===== src/design/two_color_blink_code_sequencer_unit_assert.svh =====
// Assertion macros for the two-color blink-code sequencer.
`ifndef TWO_COLOR_BLINK_CODE_SEQUENCER_UNIT_ASSERT_SVH
`define TWO_COLOR_BLINK_CODE_SEQUENCER_UNIT_ASSERT_SVH
`ifndef SYNTH
`define TCBS_ASSERT_NEVER(label, clk, rst_n, expr) \
    label: assert property (@(posedge clk) disable iff (!rst_n) !(expr)) \
        else $error("tcbs: forbidden condition seen");
`define TCBS_ASSERT_NEXT(label, clk, rst_n, ante, cons) \
    label: assert property (@(posedge clk) disable iff (!rst_n) (ante) |=> (cons)) \
        else $error("tcbs: expected result not seen in next cycle");
`else
`define TCBS_ASSERT_NEVER(label, clk, rst_n, expr)
`define TCBS_ASSERT_NEXT(label, clk, rst_n, ante, cons)
`endif
`endif


===== src/design/tcbs_pkg.sv =====
// Types and constants shared by the two-color blink-code sequencer files.
package tcbs_pkg;

    localparam int NUM_CH     = 3;
    localparam int LEVEL_W    = 8;
    localparam int CFG_IDX_W  = 2;
    localparam int WORD_W     = 32;
    localparam int DARK_CNT_W = 10;

    // Configuration register indexes.
    localparam logic [CFG_IDX_W-1:0] CFG_IDX_RED   = 2'd0;
    localparam logic [CFG_IDX_W-1:0] CFG_IDX_GREEN = 2'd1;
    localparam logic [CFG_IDX_W-1:0] CFG_IDX_BLUE  = 2'd2;

    // First-code values that change channel modes instead of blinking.
    localparam logic [3:0] CODE_OFF  = 4'h0;
    localparam logic [3:0] CODE_AUTO = 4'hE;
    localparam logic [3:0] CODE_ON   = 4'hF;

    // Largest dark count: three times the widest off time.
    localparam logic [DARK_CNT_W-1:0] DARK_MAX = 10'd765;

    typedef enum logic [2:0] {
        PH_IDLE       = 3'd0,
        PH_CLR_FIRST  = 3'd1,
        PH_CLR_SECOND = 3'd2,
        PH_SET_FIRST  = 3'd3,
        PH_SET_SECOND = 3'd4,
        PH_FINAL      = 3'd5
    } seq_phase_t;

    typedef enum logic [1:0] {
        MODE_OFF  = 2'd0,
        MODE_AUTO = 2'd1,
        MODE_ON   = 2'd2
    } mode_t;

    // Layout of a command word.
    typedef struct packed {
        logic [3:0] first_mask;
        logic [3:0] first_code;
        logic [3:0] second_mask;
        logic [3:0] second_count;
        logic [7:0] lit_time;
        logic [7:0] dark_time;
    } command_t;

endpackage


===== src/design/tcbs_item_in_if.sv =====
// Input channel: tick or command items.
interface tcbs_item_in_if;
    logic        valid;
    logic        ready;
    logic        req_type;
    logic [31:0] command_word;

    modport source (output valid, output req_type, output command_word, input ready);
    modport sink (input valid, input req_type, input command_word, output ready);
endinterface


===== src/design/tcbs_item_out_if.sv =====
// Output channel: one result item per input item.
interface tcbs_item_out_if;
    logic       valid;
    logic       ready;
    logic [7:0] pixel_green;
    logic [7:0] pixel_red;
    logic [7:0] pixel_blue;
    logic       pixel_sent;
    logic       cmd_accepted;
    logic       busy_res;

    modport source (output valid, output pixel_green, output pixel_red, output pixel_blue,
                    output pixel_sent, output cmd_accepted, output busy_res, input ready);
    modport sink (input valid, input pixel_green, input pixel_red, input pixel_blue,
                  input pixel_sent, input cmd_accepted, input busy_res, output ready);
endinterface


===== src/design/tcbs_cfg_if.sv =====
// Configuration write channel: register index and write data.
interface tcbs_cfg_if;
    logic       valid;
    logic       ready;
    logic [1:0] reg_index;
    logic [7:0] wdata;

    modport source (output valid, output reg_index, output wdata, input ready);
    modport sink (input valid, input reg_index, input wdata, output ready);
endinterface


===== src/design/two_color_blink_code_sequencer_unit.sv =====
// Top level of the two-color blink-code sequencer.
// Each item is either a dwell tick or a 32-bit command and produces exactly one
// result item with the red, green and blue channel values, a sent flag, an
// accepted flag and the busy flag. An item is captured in an input register and
// processed by one pass of counter and mux logic into the result register, so
// one item per clock is sustained; the block stalls only when the result
// register is full and not taken. Level registers are written through the
// configuration channel, which is always ready; indexes beyond blue are ignored.
module two_color_blink_code_sequencer_unit (
    input logic clk,
    input logic rst_n,
    tcbs_item_in_if.sink    request,
    tcbs_item_out_if.source result,
    tcbs_cfg_if.sink        cfg
);

    `include "two_color_blink_code_sequencer_unit_assert.svh"

    // Configuration registers.
    logic [tcbs_pkg::LEVEL_W-1:0] level_reg [tcbs_pkg::NUM_CH];

    // Input register.
    logic                        in_valid_reg;
    logic                        in_req_reg;
    logic [tcbs_pkg::WORD_W-1:0] in_word_reg;
    tcbs_pkg::command_t          cmd;

    // Sequencer state.
    tcbs_pkg::seq_phase_t seq_phase_reg, seq_phase_next;
    logic                 indicating_reg, indicating_next;
    logic [3:0]           first_mask_reg, first_mask_next;
    logic [3:0]           first_count_reg, first_count_next;
    logic [3:0]           second_mask_reg, second_mask_next;
    logic [3:0]           second_count_reg, second_count_next;
    logic [7:0]           lit_time_reg, lit_time_next;
    logic [7:0]           dark_time_reg, dark_time_next;
    logic [7:0]           first_lit_reg, first_lit_next;
    logic [7:0]           second_lit_reg, second_lit_next;
    logic [tcbs_pkg::DARK_CNT_W-1:0] dark_counter_reg, dark_counter_next;
    tcbs_pkg::mode_t      channel_mode_reg [tcbs_pkg::NUM_CH];
    tcbs_pkg::mode_t      channel_mode_next [tcbs_pkg::NUM_CH];
    logic [tcbs_pkg::LEVEL_W-1:0] channel_value_reg [tcbs_pkg::NUM_CH];
    logic [tcbs_pkg::LEVEL_W-1:0] channel_value_next [tcbs_pkg::NUM_CH];

    // Paint control and flags.
    logic [tcbs_pkg::NUM_CH-1:0] set_mask;
    logic [tcbs_pkg::NUM_CH-1:0] clr_mask;
    logic                        sent;
    logic                        accepted;

    // Dark gap lengths: one, two and three off times.
    logic [tcbs_pkg::DARK_CNT_W-1:0] dark_x1;
    logic [tcbs_pkg::DARK_CNT_W-1:0] dark_x2;
    logic [tcbs_pkg::DARK_CNT_W-1:0] dark_x3;

    // Result register.
    logic                         out_valid_reg;
    logic [tcbs_pkg::LEVEL_W-1:0] out_green_reg;
    logic [tcbs_pkg::LEVEL_W-1:0] out_red_reg;
    logic [tcbs_pkg::LEVEL_W-1:0] out_blue_reg;
    logic                         out_sent_reg;
    logic                         out_accepted_reg;
    logic                         out_busy_reg;

    logic advance;

    // An item moves from the input register to the result register when there is room.
    assign advance       = in_valid_reg && (!out_valid_reg || result.ready);
    assign request.ready = !in_valid_reg || advance;
    assign cfg.ready     = 1'b1;
    assign cmd           = tcbs_pkg::command_t'(in_word_reg);

    assign dark_x1 = {2'b00, dark_time_reg};
    assign dark_x2 = {1'b0, dark_time_reg, 1'b0};
    assign dark_x3 = dark_x1 + dark_x2;

    // Level registers.
    always_ff @(posedge clk or negedge rst_n)
    begin
        if (!rst_n)
        begin
            for (int c = 0; c < tcbs_pkg::NUM_CH; c++)
            begin
                level_reg[c] <= '1;
            end
        end
        else if (cfg.valid)
        begin
            case (cfg.reg_index)
                tcbs_pkg::CFG_IDX_RED:   level_reg[0] <= cfg.wdata;
                tcbs_pkg::CFG_IDX_GREEN: level_reg[1] <= cfg.wdata;
                tcbs_pkg::CFG_IDX_BLUE:  level_reg[2] <= cfg.wdata;
                default:                 ;
            endcase
        end
    end

    // Input register.
    always_ff @(posedge clk or negedge rst_n)
    begin
        if (!rst_n)
        begin
            in_valid_reg <= 1'b0;
        end
        else if (request.ready)
        begin
            in_valid_reg <= request.valid;
        end
    end

    always_ff @(posedge clk)
    begin
        if (request.valid && request.ready)
        begin
            in_req_reg  <= request.req_type;
            in_word_reg <= request.command_word;
        end
    end

    // Next state of the sequencer for the item in the input register.
    always_comb
    begin
        seq_phase_next    = seq_phase_reg;
        indicating_next   = indicating_reg;
        first_mask_next   = first_mask_reg;
        first_count_next  = first_count_reg;
        second_mask_next  = second_mask_reg;
        second_count_next = second_count_reg;
        lit_time_next     = lit_time_reg;
        dark_time_next    = dark_time_reg;
        first_lit_next    = first_lit_reg;
        second_lit_next   = second_lit_reg;
        dark_counter_next = dark_counter_reg;
        channel_mode_next = channel_mode_reg;
        set_mask          = '0;
        clr_mask          = '0;
        sent              = 1'b0;
        accepted          = 1'b0;

        if (advance)
        begin
            if (in_req_reg)
            begin
                // A command is taken only when no sequence runs.
                if (!indicating_reg)
                begin
                    accepted          = 1'b1;
                    first_mask_next   = cmd.first_mask;
                    first_count_next  = cmd.first_code;
                    second_mask_next  = cmd.second_mask;
                    second_count_next = cmd.second_count;
                    lit_time_next     = cmd.lit_time;
                    dark_time_next    = cmd.dark_time;
                    first_lit_next    = cmd.lit_time;
                    second_lit_next   = cmd.lit_time;
                    case (cmd.first_code)
                        tcbs_pkg::CODE_OFF:
                        begin
                            for (int c = 0; c < tcbs_pkg::NUM_CH; c++)
                            begin
                                if (cmd.first_mask[c])
                                begin
                                    channel_mode_next[c] = tcbs_pkg::MODE_OFF;
                                end
                            end
                            clr_mask = cmd.first_mask[tcbs_pkg::NUM_CH-1:0];
                            sent     = 1'b1;
                        end
                        tcbs_pkg::CODE_AUTO:
                        begin
                            for (int c = 0; c < tcbs_pkg::NUM_CH; c++)
                            begin
                                if (cmd.first_mask[c])
                                begin
                                    channel_mode_next[c] = tcbs_pkg::MODE_AUTO;
                                end
                            end
                        end
                        tcbs_pkg::CODE_ON:
                        begin
                            for (int c = 0; c < tcbs_pkg::NUM_CH; c++)
                            begin
                                if (cmd.first_mask[c])
                                begin
                                    channel_mode_next[c] = tcbs_pkg::MODE_ON;
                                end
                            end
                            set_mask = cmd.first_mask[tcbs_pkg::NUM_CH-1:0];
                            sent     = 1'b1;
                        end
                        default:
                        begin
                            // Blink sequence starts with the first color lit.
                            set_mask         = cmd.first_mask[tcbs_pkg::NUM_CH-1:0];
                            sent             = 1'b1;
                            first_count_next = cmd.first_code - 4'd1;
                            seq_phase_next   = tcbs_pkg::PH_CLR_FIRST;
                            indicating_next  = 1'b1;
                        end
                    endcase
                end
            end
            else if (indicating_reg)
            begin
                case (seq_phase_reg)
                    tcbs_pkg::PH_IDLE:
                    begin
                    end
                    tcbs_pkg::PH_CLR_FIRST:
                    begin
                        if (first_lit_reg <= 8'd1)
                        begin
                            first_lit_next = '0;
                            clr_mask       = first_mask_reg[tcbs_pkg::NUM_CH-1:0];
                            sent           = 1'b1;
                            seq_phase_next = tcbs_pkg::PH_SET_FIRST;
                            if (first_count_reg == 4'd0)
                            begin
                                if (second_mask_reg == 4'd0)
                                begin
                                    dark_counter_next = dark_x3;
                                end
                                else
                                begin
                                    dark_counter_next = dark_x2;
                                    seq_phase_next    = tcbs_pkg::PH_SET_SECOND;
                                end
                            end
                            else
                            begin
                                dark_counter_next = dark_x1;
                            end
                        end
                        else
                        begin
                            first_lit_next = first_lit_reg - 8'd1;
                        end
                    end
                    tcbs_pkg::PH_CLR_SECOND:
                    begin
                        if (second_lit_reg <= 8'd1)
                        begin
                            second_lit_next   = '0;
                            clr_mask          = second_mask_reg[tcbs_pkg::NUM_CH-1:0];
                            sent              = 1'b1;
                            seq_phase_next    = tcbs_pkg::PH_SET_SECOND;
                            dark_counter_next = (second_count_reg == 4'd0) ? dark_x3 : dark_x1;
                        end
                        else
                        begin
                            second_lit_next = second_lit_reg - 8'd1;
                        end
                    end
                    tcbs_pkg::PH_SET_FIRST, tcbs_pkg::PH_SET_SECOND:
                    begin
                        if (dark_counter_reg <= 10'd1)
                        begin
                            dark_counter_next = '0;
                            if ((first_count_reg != 4'd0)
                                && (seq_phase_reg == tcbs_pkg::PH_SET_FIRST))
                            begin
                                first_count_next = first_count_reg - 4'd1;
                                set_mask         = first_mask_reg[tcbs_pkg::NUM_CH-1:0];
                                sent             = 1'b1;
                                first_lit_next   = lit_time_reg;
                                seq_phase_next   = tcbs_pkg::PH_CLR_FIRST;
                            end
                            else if ((second_count_reg != 4'd0)
                                     && (seq_phase_reg == tcbs_pkg::PH_SET_SECOND))
                            begin
                                second_count_next = second_count_reg - 4'd1;
                                set_mask          = second_mask_reg[tcbs_pkg::NUM_CH-1:0];
                                sent              = 1'b1;
                                second_lit_next   = lit_time_reg;
                                seq_phase_next    = tcbs_pkg::PH_CLR_SECOND;
                            end
                            else
                            begin
                                seq_phase_next = tcbs_pkg::PH_FINAL;
                            end
                        end
                        else
                        begin
                            dark_counter_next = dark_counter_reg - 10'd1;
                        end
                    end
                    default:
                    begin
                        // Final phase: drop the command and end the sequence.
                        first_mask_next   = '0;
                        first_count_next  = '0;
                        second_mask_next  = '0;
                        second_count_next = '0;
                        lit_time_next     = '0;
                        dark_time_next    = '0;
                        dark_counter_next = '0;
                        seq_phase_next    = tcbs_pkg::PH_IDLE;
                        indicating_next   = 1'b0;
                    end
                endcase
            end
        end
    end

    // Channel painting: clear first, then set, using the updated modes.
    always_comb
    begin
        for (int c = 0; c < tcbs_pkg::NUM_CH; c++)
        begin
            channel_value_next[c] = channel_value_reg[c];
            if (clr_mask[c])
            begin
                channel_value_next[c] = (channel_mode_next[c] == tcbs_pkg::MODE_ON)
                                        ? level_reg[c] : '0;
            end
            if (set_mask[c])
            begin
                channel_value_next[c] = (channel_mode_next[c] == tcbs_pkg::MODE_OFF)
                                        ? '0 : level_reg[c];
            end
        end
    end

    // Sequencer state registers.
    always_ff @(posedge clk or negedge rst_n)
    begin
        if (!rst_n)
        begin
            seq_phase_reg    <= tcbs_pkg::PH_IDLE;
            indicating_reg   <= 1'b0;
            first_mask_reg   <= '0;
            first_count_reg  <= '0;
            second_mask_reg  <= '0;
            second_count_reg <= '0;
            lit_time_reg     <= '0;
            dark_time_reg    <= '0;
            first_lit_reg    <= '0;
            second_lit_reg   <= '0;
            dark_counter_reg <= '0;
            for (int c = 0; c < tcbs_pkg::NUM_CH; c++)
            begin
                channel_mode_reg[c]  <= tcbs_pkg::MODE_AUTO;
                channel_value_reg[c] <= '0;
            end
        end
        else
        begin
            seq_phase_reg     <= seq_phase_next;
            indicating_reg    <= indicating_next;
            first_mask_reg    <= first_mask_next;
            first_count_reg   <= first_count_next;
            second_mask_reg   <= second_mask_next;
            second_count_reg  <= second_count_next;
            lit_time_reg      <= lit_time_next;
            dark_time_reg     <= dark_time_next;
            first_lit_reg     <= first_lit_next;
            second_lit_reg    <= second_lit_next;
            dark_counter_reg  <= dark_counter_next;
            channel_mode_reg  <= channel_mode_next;
            channel_value_reg <= channel_value_next;
        end
    end

    // Result register valid.
    always_ff @(posedge clk or negedge rst_n)
    begin
        if (!rst_n)
        begin
            out_valid_reg <= 1'b0;
        end
        else if (advance)
        begin
            out_valid_reg <= 1'b1;
        end
        else if (result.ready)
        begin
            out_valid_reg <= 1'b0;
        end
    end

    // Result register payload.
    always_ff @(posedge clk)
    begin
        if (advance)
        begin
            out_red_reg      <= channel_value_next[0];
            out_green_reg    <= channel_value_next[1];
            out_blue_reg     <= channel_value_next[2];
            out_sent_reg     <= sent;
            out_accepted_reg <= accepted;
            out_busy_reg     <= indicating_next;
        end
    end

    assign result.valid        = out_valid_reg;
    assign result.pixel_green  = out_green_reg;
    assign result.pixel_red    = out_red_reg;
    assign result.pixel_blue   = out_blue_reg;
    assign result.pixel_sent   = out_sent_reg;
    assign result.cmd_accepted = out_accepted_reg;
    assign result.busy_res     = out_busy_reg;

    // The busy flag always agrees with the sequence phase.
    `TCBS_ASSERT_NEVER(a_busy_matches_phase, clk, rst_n, indicating_reg != (seq_phase_reg != tcbs_pkg::PH_IDLE))
    // The dark counter never exceeds three off times.
    `TCBS_ASSERT_NEVER(a_dark_in_range, clk, rst_n, dark_counter_reg > tcbs_pkg::DARK_MAX)
    // A command arriving during a sequence is refused.
    `TCBS_ASSERT_NEXT(a_busy_refuses, clk, rst_n, advance && in_req_reg && indicating_reg, !out_accepted_reg && !out_sent_reg)
    // A tick with no sequence running writes nothing to the strip.
    `TCBS_ASSERT_NEXT(a_idle_tick_quiet, clk, rst_n, advance && !in_req_reg && !indicating_reg, !out_sent_reg && !out_busy_reg)

endmodule

===== src/flat_wrapper.sv =====
// flat-port wrapper written by rule: the top's interface ports become plain ports
module two_color_blink_code_sequencer_unit_flat 
  (clk, rst_n, request_valid, request_req_type, request_command_word, request_ready, result_valid, result_pixel_green, result_pixel_red, result_pixel_blue, result_pixel_sent, result_cmd_accepted, result_busy_res, result_ready, cfg_valid, cfg_reg_index, cfg_wdata, cfg_ready);
  tcbs_item_in_if request_i ();
  tcbs_item_out_if result_i ();
  tcbs_cfg_if cfg_i ();
  input logic clk;
  input logic rst_n;
  input wire logic [$bits(request_i.valid)-1:0] request_valid;
  input wire logic [$bits(request_i.req_type)-1:0] request_req_type;
  input wire logic [$bits(request_i.command_word)-1:0] request_command_word;
  output wire logic [$bits(request_i.ready)-1:0] request_ready;
  output wire logic [$bits(result_i.valid)-1:0] result_valid;
  output wire logic [$bits(result_i.pixel_green)-1:0] result_pixel_green;
  output wire logic [$bits(result_i.pixel_red)-1:0] result_pixel_red;
  output wire logic [$bits(result_i.pixel_blue)-1:0] result_pixel_blue;
  output wire logic [$bits(result_i.pixel_sent)-1:0] result_pixel_sent;
  output wire logic [$bits(result_i.cmd_accepted)-1:0] result_cmd_accepted;
  output wire logic [$bits(result_i.busy_res)-1:0] result_busy_res;
  input wire logic [$bits(result_i.ready)-1:0] result_ready;
  input wire logic [$bits(cfg_i.valid)-1:0] cfg_valid;
  input wire logic [$bits(cfg_i.reg_index)-1:0] cfg_reg_index;
  input wire logic [$bits(cfg_i.wdata)-1:0] cfg_wdata;
  output wire logic [$bits(cfg_i.ready)-1:0] cfg_ready;
  assign request_i.valid = request_valid;
  assign request_i.req_type = request_req_type;
  assign request_i.command_word = request_command_word;
  assign request_ready = request_i.ready;
  assign result_valid = result_i.valid;
  assign result_pixel_green = result_i.pixel_green;
  assign result_pixel_red = result_i.pixel_red;
  assign result_pixel_blue = result_i.pixel_blue;
  assign result_pixel_sent = result_i.pixel_sent;
  assign result_cmd_accepted = result_i.cmd_accepted;
  assign result_busy_res = result_i.busy_res;
  assign result_i.ready = result_ready;
  assign cfg_i.valid = cfg_valid;
  assign cfg_i.reg_index = cfg_reg_index;
  assign cfg_i.wdata = cfg_wdata;
  assign cfg_ready = cfg_i.ready;
  two_color_blink_code_sequencer_unit u_core (.clk(clk), .rst_n(rst_n), .request(request_i), .result(result_i), .cfg(cfg_i));
endmodule

===== config.mk =====
export PLATFORM = sky130hd
export DESIGN_NAME = two_color_blink_code_sequencer_unit_flat
export DESIGN_NICKNAME = d
export VERILOG_FILES = /design/src/design/tcbs_pkg.sv /design/src/design/tcbs_item_in_if.sv /design/src/design/tcbs_item_out_if.sv /design/src/design/tcbs_cfg_if.sv /design/src/design/two_color_blink_code_sequencer_unit.sv /design/src/flat_wrapper.sv
export VERILOG_INCLUDE_DIRS = /design/src /design/src/design
export SDC_FILE = /design/constraint.sdc
export NUM_CORES = 1
export LEC_CHECK = 0
export ABC_CLOCK_PERIOD_IN_PS = 3000
export BUFFER_PORTS_ARGS = -buffer_cell sky130_fd_sc_hd__buf_2
export CAP_MARGIN = 20
export CORE_MARGIN = 3
export CORE_UTILIZATION = 62
export CTS_BUF_LIST = sky130_fd_sc_hd__clkbuf_4
export DETAILED_ROUTE_END_ITERATION = 7
export PLACE_DENSITY = 0.83
export SETUP_SLACK_MARGIN = 0.4
export SLEW_MARGIN = 20
export SYNTH_ARGS = -nofsm -noshare
export SYNTH_HDL_FRONTEND = slang
export SYNTH_SLANG_ARGS = --single-unit
export TNS_END_PERCENT = 100

===== constraint.sdc =====
create_clock -name clk -period 3 [get_ports clk]
set_clock_uncertainty 0.2 [all_clocks]
set_input_delay 0.45 -clock clk [delete_from_list [all_inputs] [get_ports clk]]
set_output_delay 0.45 -clock clk [all_outputs]
set_load 0.01 [all_outputs]

# Word level (Yosys, flattened, before mapping)

Index checks and enable logic that the tools add are counted.

Register bits after elaboration: 176
Latch bits: 0
Bits in writable memories: 0
Bits in read-only memories: 0
Input bits: 48
Word-level logic and storage cells: 223
Memories kept: 0

Add/sub/neg operators: 7
Multiply operators: 0
Div/mod/pow operators: 0
Order comparisons: 3
Equal/unequal tests: 24
Shift-type cells: 0
Mux-type cells: 119
Bitwise gates (word level): 2
Reduce and logical (&&, ||, !) cells: 38

Operators with widths:

| kind                                                                               | number |
|---|---|
| 8-bit two-way mux                                                                  | 29 |
| 3-bit two-way mux                                                                  | 29 |
| 4-bit two-way mux                                                                  | 16 |
| 10-bit two-way mux                                                                 | 6 |
| 10-bit case mux with 4 select lines                                                | 1 |
| 8-bit case mux with 2 select lines                                                 | 2 |
| 1-bit two-way mux                                                                  | 18 |
| 2-bit two-way mux                                                                  | 9 |
| 6-bit two-way mux                                                                  | 3 |
| 6-bit case mux with 3 select lines                                                 | 1 |
| 6-bit AND reduction                                                                | 3 |
| 8-bit by 1-bit less-or-equal comparator with 1-bit output (second input constant)  | 2 |
| 4-bit zero test                                                                    | 4 |
| 4-bit case mux with 2 select lines                                                 | 2 |
| 8-bit by 1-bit subtractor with 8-bit output (second input constant)                | 2 |
| 3-bit by 1-bit != test with 1-bit output (second input constant)                   | 5 |
| 7-bit AND reduction                                                                | 2 |
| 2-bit by 1-bit != test with 1-bit output (second input constant)                   | 6 |
| 3-bit case mux with 4 select lines                                                 | 1 |
| 4-bit by 1-bit subtractor with 4-bit output (second input constant)                | 3 |
| 8-bit by 9-bit adder with 10-bit output                                            | 1 |
| 10-bit by 1-bit less-or-equal comparator with 1-bit output (second input constant) | 1 |
| 10-bit by 1-bit subtractor with 10-bit output (second input constant)              | 1 |
| 2-bit == test (second input constant)                                              | 4 |
| other kinds (24)                                                                   | 42 |

# Longest topological paths before layout

Gate-level depths: netlist (run 1).

Word-level depth: 10
Mapped depth: 9

# Worst setup path before layout (run 1)

OpenSTA, ideal clock, no wires.

Kind: register -> register
From: register u_core.in_word_reg (netlist bit u_core.cmd[24])
To: register u_core.out_red_reg (netlist bit u_core.result.pixel_red[0]), data pin
Setup time: 0.279 ns
Data arrival time: 2.266 ns
Slack: 0.255 ns
Stages on the path, launching flop included: 9
Path buffers: 0
Period minus slack after synthesis: 2.745 ns
Cell sequence: edfxtp_1 inv_1 ha_1 or2_2 a31oi_1 o21ai_0 o21ai_0 mux2i_1 o21ai_1

RTL lines:

| element                | line                                       | RTL |
|---|---|---|
| start, declared        | two_color_blink_code_sequencer_unit.sv:25  | `logic [tcbs_pkg::WORD_W-1:0] in_word_reg;` |
| start signal, assigned | two_color_blink_code_sequencer_unit.sv:116 | `in_word_reg <= request.command_word;` |
| end signal, assigned   | two_color_blink_code_sequencer_unit.sv:386 | `out_red_reg <= channel_value_next[0];` |
| end, declared          | two_color_blink_code_sequencer_unit.sv:59  | `logic [tcbs_pkg::LEVEL_W-1:0] out_red_reg;` |

# Worst setup path in the final report (run 1)

From: register u_core.second_lit_reg[2]
To: register u_core.seq_phase_reg[2]

Longest elaborated chain between the ends: 3

RTL lines:

| element                                                   | line                                       | RTL |
|---|---|---|
| start, declared                                           | two_color_blink_code_sequencer_unit.sv:38  | `logic [7:0] second_lit_reg, second_lit_next;` |
| start signal, assigned                                    | two_color_blink_code_sequencer_unit.sv:357 | `second_lit_reg <= second_lit_next;` |
| 8-bit by 1-bit less-or-equal comparator with 1-bit output | two_color_blink_code_sequencer_unit.sv:241 | `if (second_lit_reg <= 8'd1)` |
| 3-bit by 1-bit != test with 1-bit output (no source line) | n/a                                        |  |
| 8-bit AND reduction (no source line)                      | n/a                                        |  |
| end signal, assigned                                      | two_color_blink_code_sequencer_unit.sv:329 | `seq_phase_reg <= tcbs_pkg::PH_IDLE;` |
| end signal, assigned                                      | two_color_blink_code_sequencer_unit.sv:348 | `seq_phase_reg <= seq_phase_next;` |
| end, declared                                             | two_color_blink_code_sequencer_unit.sv:29  | `tcbs_pkg::seq_phase_t seq_phase_reg, seq_phase_next;` |

No other way between the ends.
A chain may end at the register's enable or synchronous reset.

==> results of run 1 <==
-- repair_timing --
| item | CTS | global route |
|---|---|---|
| endpoints found under the setup margin | 96 | 67 |
| endpoints found under the hold margin | 90 | 0 |
| gates resized for setup | 12 | 28 |
| buffers inserted | 9 | 14 |
| gates cloned | 0 | 0 |
| hold buffers | 42 | 0 |
| pin swaps | 6 | 3 |
-- cell type report --
type | instances | area [um^2] | area share (%)
Clock buffer | 19 | 143 | 1.41
Sequential cell | 176 | 4740 | 46.9
Inverter | 27 | 101 | 1.00
Timing Repair Buffer | 168 | 1200 | 11.9
Clock inverter | 13 | 128 | 1.26
Tap cell | 172 | 215 | 2.13
Multi-Input combinational cell | 529 | 3590 | 35.5
-- final timing paths --
check / cells past startpoint / endpoint / from / slack [ns]
max: 7 / u_core.seq_phase_reg[2]$_DFFE_PN0P_ / u_core.second_lit_reg[2]$_DFFE_PN0P_ / 0.33
min: 3 / u_core.result.valid$_DFFE_PN0P_ / result_ready / 0.12
max reg2reg: 7 / u_core.seq_phase_reg[2]$_DFFE_PN0P_ / u_core.second_lit_reg[2]$_DFFE_PN0P_ / 0.33
min reg2reg: 1 / u_core.second_mask_reg[3]$_DFFE_PN0P_ / u_core.cmd[23]$_DFFE_PP_ / 0.30
max in group asynchronous: 3 / u_core.level_reg[18]$_DFFE_PN1P_ / rst_n / 1.57
min in group asynchronous: 2 / u_core.dark_counter_reg[2]$_DFFE_PN0P_ / rst_n / 0.24
-- metrics by stage --
step	power, mW	utilization, %	hold WS, ns	cells	instance area, um^2
after CTS	7.98	76.8	0.0794	1090	9920
final	8.27	78.2	0.124	1104	10100
after global placement	6.36	70.5	0.257	1007	9110
after global routing	8.77	78.2	0.0878	1104	10100
after floorplan	5.65	-	-0.0456	755	8390
after detailed placement	6.55	70.5	0.269	1007	9110
-- power by group --
| part | internal, mW | switching (mW) | leakage, nW | total [mW] |
|---|---|---|---|---|
| Combinational | 1.42 | 1.85 | 2.04 | 3.27 |
| Sequential | 3.14 | 0.552 | 2.00 | 3.69 |
| Clock | 0.451 | 0.857 | 0.151 | 1.31 |
| Total | 5.01 | 3.26 | 4.19 | 8.27 |
-- routing by layer --
metal	vias to the layer above	wire length [um]	GRT usage, %
li1	3137	-	-
met1	3361	8620	38.9
met2	344	10300	46.3
met3	60	1540	6.31
met4	0	525	9.45
met5	-	0	0
-- synthesized netlist by cell type, types with 3 or more instances --
library cell  count
dfstp_2          27
nor3b_1          10
nor2_1           39
a22o_1           24
nor3_1           32
o21ai_0          73
a211oi_1         10
a22oi_1           9
nand2_1          83
inv_1            27
and2_1            4
nor4_1            8
nand3b_1          4
or4_1             3
or3_1             9
nor2b_1           4
nand2b_1         12
o31ai_1          10
o21ai_1          27
clkbuf_1         20
xnor2_1           9
o22ai_1           7
o221ai_2          3
edfxtp_1         59
mux2_2           25
o211ai_1          5
mux2i_1           8
ha_1             23
o221a_2           4
or3b_2            3
nand4_1           4
dfrtp_1          90
nand3_1           6
a21oi_1          24
a221oi_1          5
-- worst max-delay path, stage by stage, from the launching register on --
cell and delay, ns:
dfrtp_1 0.45, or3_4 0.43, or3_1 0.43, a21oi_4 0.20, a21oi_2 0.09, a2111oi_4 0.30
buf_4 0.19, mux2_4 0.30
-- logic make-up after synthesis --
group           count (synthesis)  share of synthesized area [%]
flops                         176                           56.5
compound gates                224                           17.7
xor+xnor                       11                           1.15
mux                            35                           4.68
fa+ha+maj                      24                           3.68
simple gates                  234                           13.9
other cells                     1                         0.0448
buf+inv                        50                           2.33
==> summary.txt, run 1 <==
Fraction of layout cells with a size suffix above 1: 28.3%
Core area: 0.0129 mm^2
Layout net count: 991
Most frequent cells in the layout: 85 x dfrtp_1, 82 x nand2_1, 74 x buf_2
FP Rows: 41
Finish-stage setup viols: 0
CTS Buffer Depth: 2
Number of buffers created by CTS: 17
Clk_lat worst skew: 0.58 ns
Worst min path class: in -> reg
Crit Path Max Fanout: 6
Filler cell count: 773
Synth top area cells: dfrtp_1 27%, edfxtp_1 21%, dfstp_2 8.5%
Iteration count of the initial detailed-routing pass: 7
Area Overhead vs Synth: 20.8%
DRT antenna net count: 0
Leakage: 4.19 nW
Most common cell after layout, fill and taps aside: dfrtp_1
Clk slew on worst S/H paths: 0.15 ns
Mapped Avg Cell Area: 11.1 um^2
Worst-margin pin slew: 0.802 ns
Detail Placement HPWL: 13500 um
Vias in the first global route: 6670
Die H: 122 um
Iteration-0 DRC Markers: 823
WP data arrival: 2.95 ns
Critical path capture point type: register
RSZ-0062 raised after global routing: yes
Routed WL: 20900 um
Syn. warnings: 0
Crit path kind: reg -> reg
Antenna violations before repair: 0
Via-to-Cell Ratio: 6.25
Routed WL per cell: 19.0 um
Clock sinks: 176
Total grt overflow: 0
Post-layout min period: 2.67 ns
Ant diodes: 0
First-pass GRT wire length: 33200 um
Port bufs: 75
DRC Markers: 0
DIE WIDTH: 122 um
P per Cell Area: 818 mW/mm^2
Dominant synthesized flop cell: dfrtp_1
Peak supply drop: 0.000701 V
Final cycle utilization of the critical path: 89.1%
Mapped Cells: 755
I/O Pins: 78
Relative slew slack: 46.2%
Syn Nets: 827
Status: finished, final reports clean
Synth Register Bits: 176
Post-synthesis sequential area ratio: 56.5%
Setup crit start kind: register
Hold Vio Cnt, Final: 0
Routability Congestion: 0.881
Peak Freq: 374 MHz
CTS root buffer: clkbuf_4
Initial Utilization: 64.8%
Max reg flops: 31
Worst Path Required: 3.27 ns
Post-synthesis async set-or-reset flop share: 66.5%
Synth cell types: 68
Largest net degree at the start of global routing: 51
CTS tree: yes
Max-cap viol count: 0
DR vias: 6902
Max-slew violations: 0
Post-synthesis cell area: 0.00837 mm^2
Placement Setup Slack: 0.0264 ns
Synth area leader: dfrtp_1
Final WS setup: 0.327 ns
Setup TNS: 0 ns
Top-area cell type share of the netlist area: 26.9%
Die area: 0.0149 mm^2
EDFF count, synth: 59
Tot GR Track Use: 28.6%
H-Tree Depth: 4
No activity file was read; power rests on OpenSTA's default activity.
==> run 2, diff against run 1 <==
--- a/config.mk
+++ b/config.mk
@@ -6,6 +6,7 @@
 export SDC_FILE = /design/constraint.sdc
 export NUM_CORES = 1
 export LEC_CHECK = 0
+export ABC_AREA = 1
 export ABC_CLOCK_PERIOD_IN_PS = 3000
 export BUFFER_PORTS_ARGS = -buffer_cell sky130_fd_sc_hd__buf_2
 export CAP_MARGIN = 20
@@ -13,7 +14,7 @@
 export CORE_UTILIZATION = 62
 export CTS_BUF_LIST = sky130_fd_sc_hd__clkbuf_4
 export DETAILED_ROUTE_END_ITERATION = 7
-export PLACE_DENSITY = 0.83
+export PLACE_DENSITY = 0.82
 export SETUP_SLACK_MARGIN = 0.4
 export SLEW_MARGIN = 20
 export SYNTH_ARGS = -nofsm -noshare
==> run 2 against run 1 <==
  * Maximum frequency grew 12%
  * Synthesized cell count grew 31%
  * Clock-buffer cell count grew 2
  * Via count grew 3.4%
  * Synthesized area grew 6.2%
  * Hold slack gained 0.036 ns
  * Largest cell class unchanged
==> summary.txt, run 2 <==
Via-to-Cell Ratio: 5.43 (-13%)
CTS Buffer Depth: 2 (unchanged)
Worst Path Required: 3.29 ns (+0.02 ns)
Most common cell in the netlist: nand2_1
Die H: 126 um (+2.9%)
Dominant synthesized flop cell: dfrtp_1
Most common cell after layout, fill and taps aside: nand2_1
Core area: 0.0139 mm^2 (+7.8%)
Synth Register Bits: 176 (unchanged)
DRC Markers: 0 (unchanged)
H-Tree Depth: 4 (unchanged)
Synth top area cells: dfrtp_1 25%, edfxtp_1 20%, nand2_1 12%
Sequential Power Share: 43.5% (-1.1 points)
DRT antenna net count: 0 (unchanged)
Synth area leader: dfrtp_1
Post-Layout Cell Count: 1313 (+19%)
Placed cells: 1235 (+23%)
Detail Placement HPWL: 13600 um (+0.47%)
Hold Vio Cnt, Final: 0 (unchanged)
Peak Freq: 419 MHz (+12%)
Area Overhead vs Synth: 13.9%
Iteration-0 DRC Markers: 783 (-4.9%)
Routed WL: 20200 um (-3.8%)
Post-layout min period: 2.39 ns (-0.287 ns)
Max reg flops: 31 (unchanged)
Max-slew violations: 0 (unchanged)
DIE WIDTH: 126 um (+2.9%)
Peak supply drop: 0.000620 V (-11%)
Critical path capture point type: register
Filler cell count: 1056 (+37%)
Clk_lat worst skew: 0.60 ns (+0.02 ns)
Reg-to-Reg Start: u_core.first_lit_reg[0]$_DFFE_PN0P_
Final cycle utilization of the critical path: 79.6% (-9.6 points)
Net Sw Frac: 42.7% (+3.3 points)
Reg2reg end: u_core.dark_counter_reg[3]$_DFFE_PN0P_
I/O Pins: 78 (unchanged)
Worst R2R Path Depth: 13 (+6)
P per Cell Area: 825 mW/mm^2 (+0.97%)
Clk slew on worst S/H paths: 0.16 ns (about the same)
Tot GR Track Use: 26.3% (-2.4 points)
Clock sinks: 176 (unchanged)
Syn Nets: 1062 (+28%)
Setup TNS: 0 ns (unchanged)
Fraction of layout cells with a size suffix above 1: 20.7% (-7.7 points)
Logic pwr share: 42.5% (+3.0 points)
Mapped Cells: 990 (+31%)
EDFF count, synth: 59 (unchanged)
Routability Congestion: 0.907 (+3.0%)
Status: finished, final reports clean
CTS tree: yes
Largest net degree at the start of global routing: 78 (+53%)
Number of buffers created by CTS: 17 (unchanged)
Synth cell types: 48 (-29%)
Max-cap viol count: 0 (unchanged)
Worst min path class: in -> async
Total power: 8.36 mW (+1.1%)
Initial Utilization: 63.8% (-0.96 points)
Die area: 0.0158 mm^2 (+5.9%)
Leakage: 4.87 nW (+16%)
Total grt overflow: 0 (unchanged)
Worst-margin pin slew: 0.561 ns (-0.241 ns)
CTS root buffer: clkbuf_4
Clock share of power: 14.0% (-1.8 points)
First-pass GRT wire length: 33500 um (+0.75%)
Top cells by count, synth: 284 x nand2_1, 92 x inv_1, 90 x dfrtp_1
Port bufs: 75 (unchanged)
Syn. warnings: 0 (unchanged)
Crit Path Max Fanout: 8 (+2)
Post-layout util: 72.7% (-5.5 points)
Top-area cell type share of the netlist area: 25.3% (-1.6 points)
Relative slew slack: 62.6% (+16 points)
Vias in the first global route: 6915 (+3.7%)
DR vias: 7136 (+3.4%)
Finish-stage setup viols: 0 (unchanged)
Mapped Avg Cell Area: 8.98 um^2 (-19%)
WP data arrival: 2.68 ns (-0.27 ns)
Post-route design area: 0.0101 mm^2 (+0.15%)
Routed WL per cell: 15.3 um (-19%)
Setup crit start kind: register
Post-synthesis cell area: 0.00889 mm^2 (+6.2%)
RSZ-0062 raised after global routing: no
Reg2Reg Setup Slack: 0.61 ns (+0.29 ns)
Post-synthesis async set-or-reset flop share: 66.5% (unchanged)
Ant diodes: 0 (unchanged)
Iteration count of the initial detailed-routing pass: 5 (-2)
Crit path kind: reg -> reg
Antenna violations before repair: 0 (unchanged)
Most frequent cells in the layout: 284 x nand2_1, 92 x inv_1, 90 x dfrtp_1
P_int: 4.79 mW (-4.4%)
Post-synthesis sequential area ratio: 53.2% (-3.3 points)
Post-CTS sizing: 0 (-12)
NetSw: 3.57 mW (+9.6%)
Layout net count: 1192 (+20%)
Dpl cell area: 0.00945 mm^2 (+3.7%)
FP Rows: 43 (+4.9%)
## run 2: cell count changes after synthesis, sizes merged, moves of 13 or more
cell	before	now
xor2	2	18
clkbuf	20	7
inv	27	108
nand2	83	313
nand3	6	81
mux2	27	0
nor3	32	7
nor2	40	71
a22o	24	0
## run 2: cell type report
type / instances / area (um^2) / area share (%)
clock buffer: 21 / 158 / 1.56
clock inverter: 11 / 68.8 / 0.679
inverter: 108 / 408 / 4.03
multi-input combinational: 688 / 3630 / 35.8
sequential: 176 / 4730 / 46.7
tap: 180 / 225 / 2.22
timing repair buffer: 129 / 906 / 8.94
## run 2: metal layers
metal | wire length, um | vias up | global-route usage (%)
met5 | 0 | - | 0
met4 | 286 | 0 | 6.25
met3 | 1200 | 32 | 5.94
met2 | 9590 | 238 | 42.0
met1 | 9070 | 3355 | 37.2
li1 | - | 3511 | -
## run 2: worst max path at each step
stage          cells past startpoint                                endpoint  slack [ns]                                start
3_5_place_dp                      13  u_core.dark_counter_reg[8]$_DFFE_PN0P_        0.58  u_core.first_lit_reg[0]$_DFFE_PN0P_
4_1_cts                           13  u_core.dark_counter_reg[6]$_DFFE_PN0P_        0.55  u_core.first_lit_reg[0]$_DFFE_PN0P_
3_3_place_gp                      13  u_core.dark_counter_reg[4]$_DFFE_PN0P_        0.64  u_core.first_lit_reg[0]$_DFFE_PN0P_
6_report                          13  u_core.dark_counter_reg[3]$_DFFE_PN0P_        0.61  u_core.first_lit_reg[0]$_DFFE_PN0P_
5_1_grt                           12  u_core.dark_counter_reg[9]$_DFFE_PN0P_        0.41  u_core.dark_time_reg[1]$_DFFE_PN0P_
2_1_floorplan                     10   u_core.result.pixel_blue[5]$_DFFE_PP_        0.62                         result_ready
## run 2: cell families after synthesis
logic type / share of synthesized area (%)
DFF: 53.2
and+or+nand+nor: 25.3
other: 0.0422
buffers and inverters: 5.94
AOI/OAI and AO/OA: 9.91
xor gates and xnor gates: 2.17
adders and majority gates: 3.46
## run 2: metrics by stage
step | setup WS (ns) | hold slack (ns)
finish | 0.613 | 0.160
global route | 0.411 | 0.186
CTS | 0.552 | 0.177
detailed placement | 0.577 | 0.262
global placement | 0.640 | 0.260
floorplan | 0.622 | -0.0456
## run 2: what timing repair did
item	CTS	global route
endpoints found under the hold margin	92	0
buffers inserted	0	2
hold buffers	44	0
endpoints found under the setup margin	0	7
## run 2: power by group through the flow
stage / registers, mW / clock network (mW) / logic [mW]
final: 3.64 / 1.17 / 3.56
after global routing: 3.70 / 1.28 / 4.04
after CTS: 3.62 / 1.18 / 3.52
after detailed placement: 3.66 / 0 / 3.44
after global placement: 3.64 / 0 / 3.35
after floorplan: 3.58 / 0 / 2.69
## run 2: critical path, stage by stage, from the launching register on
cell and delay (ns):
dfrtp_1 0.46, inv_1 0.10, ha_1 0.23, inv_1 0.06, nand2_1 0.06, nand2_2 0.06
nor2_4 0.19, inv_2 0.06, nand2_2 0.07, o211ai_4 0.08, nor3_4 0.34, buf_4 0.23
nand2_1 0.06, o21ai_0 0.08
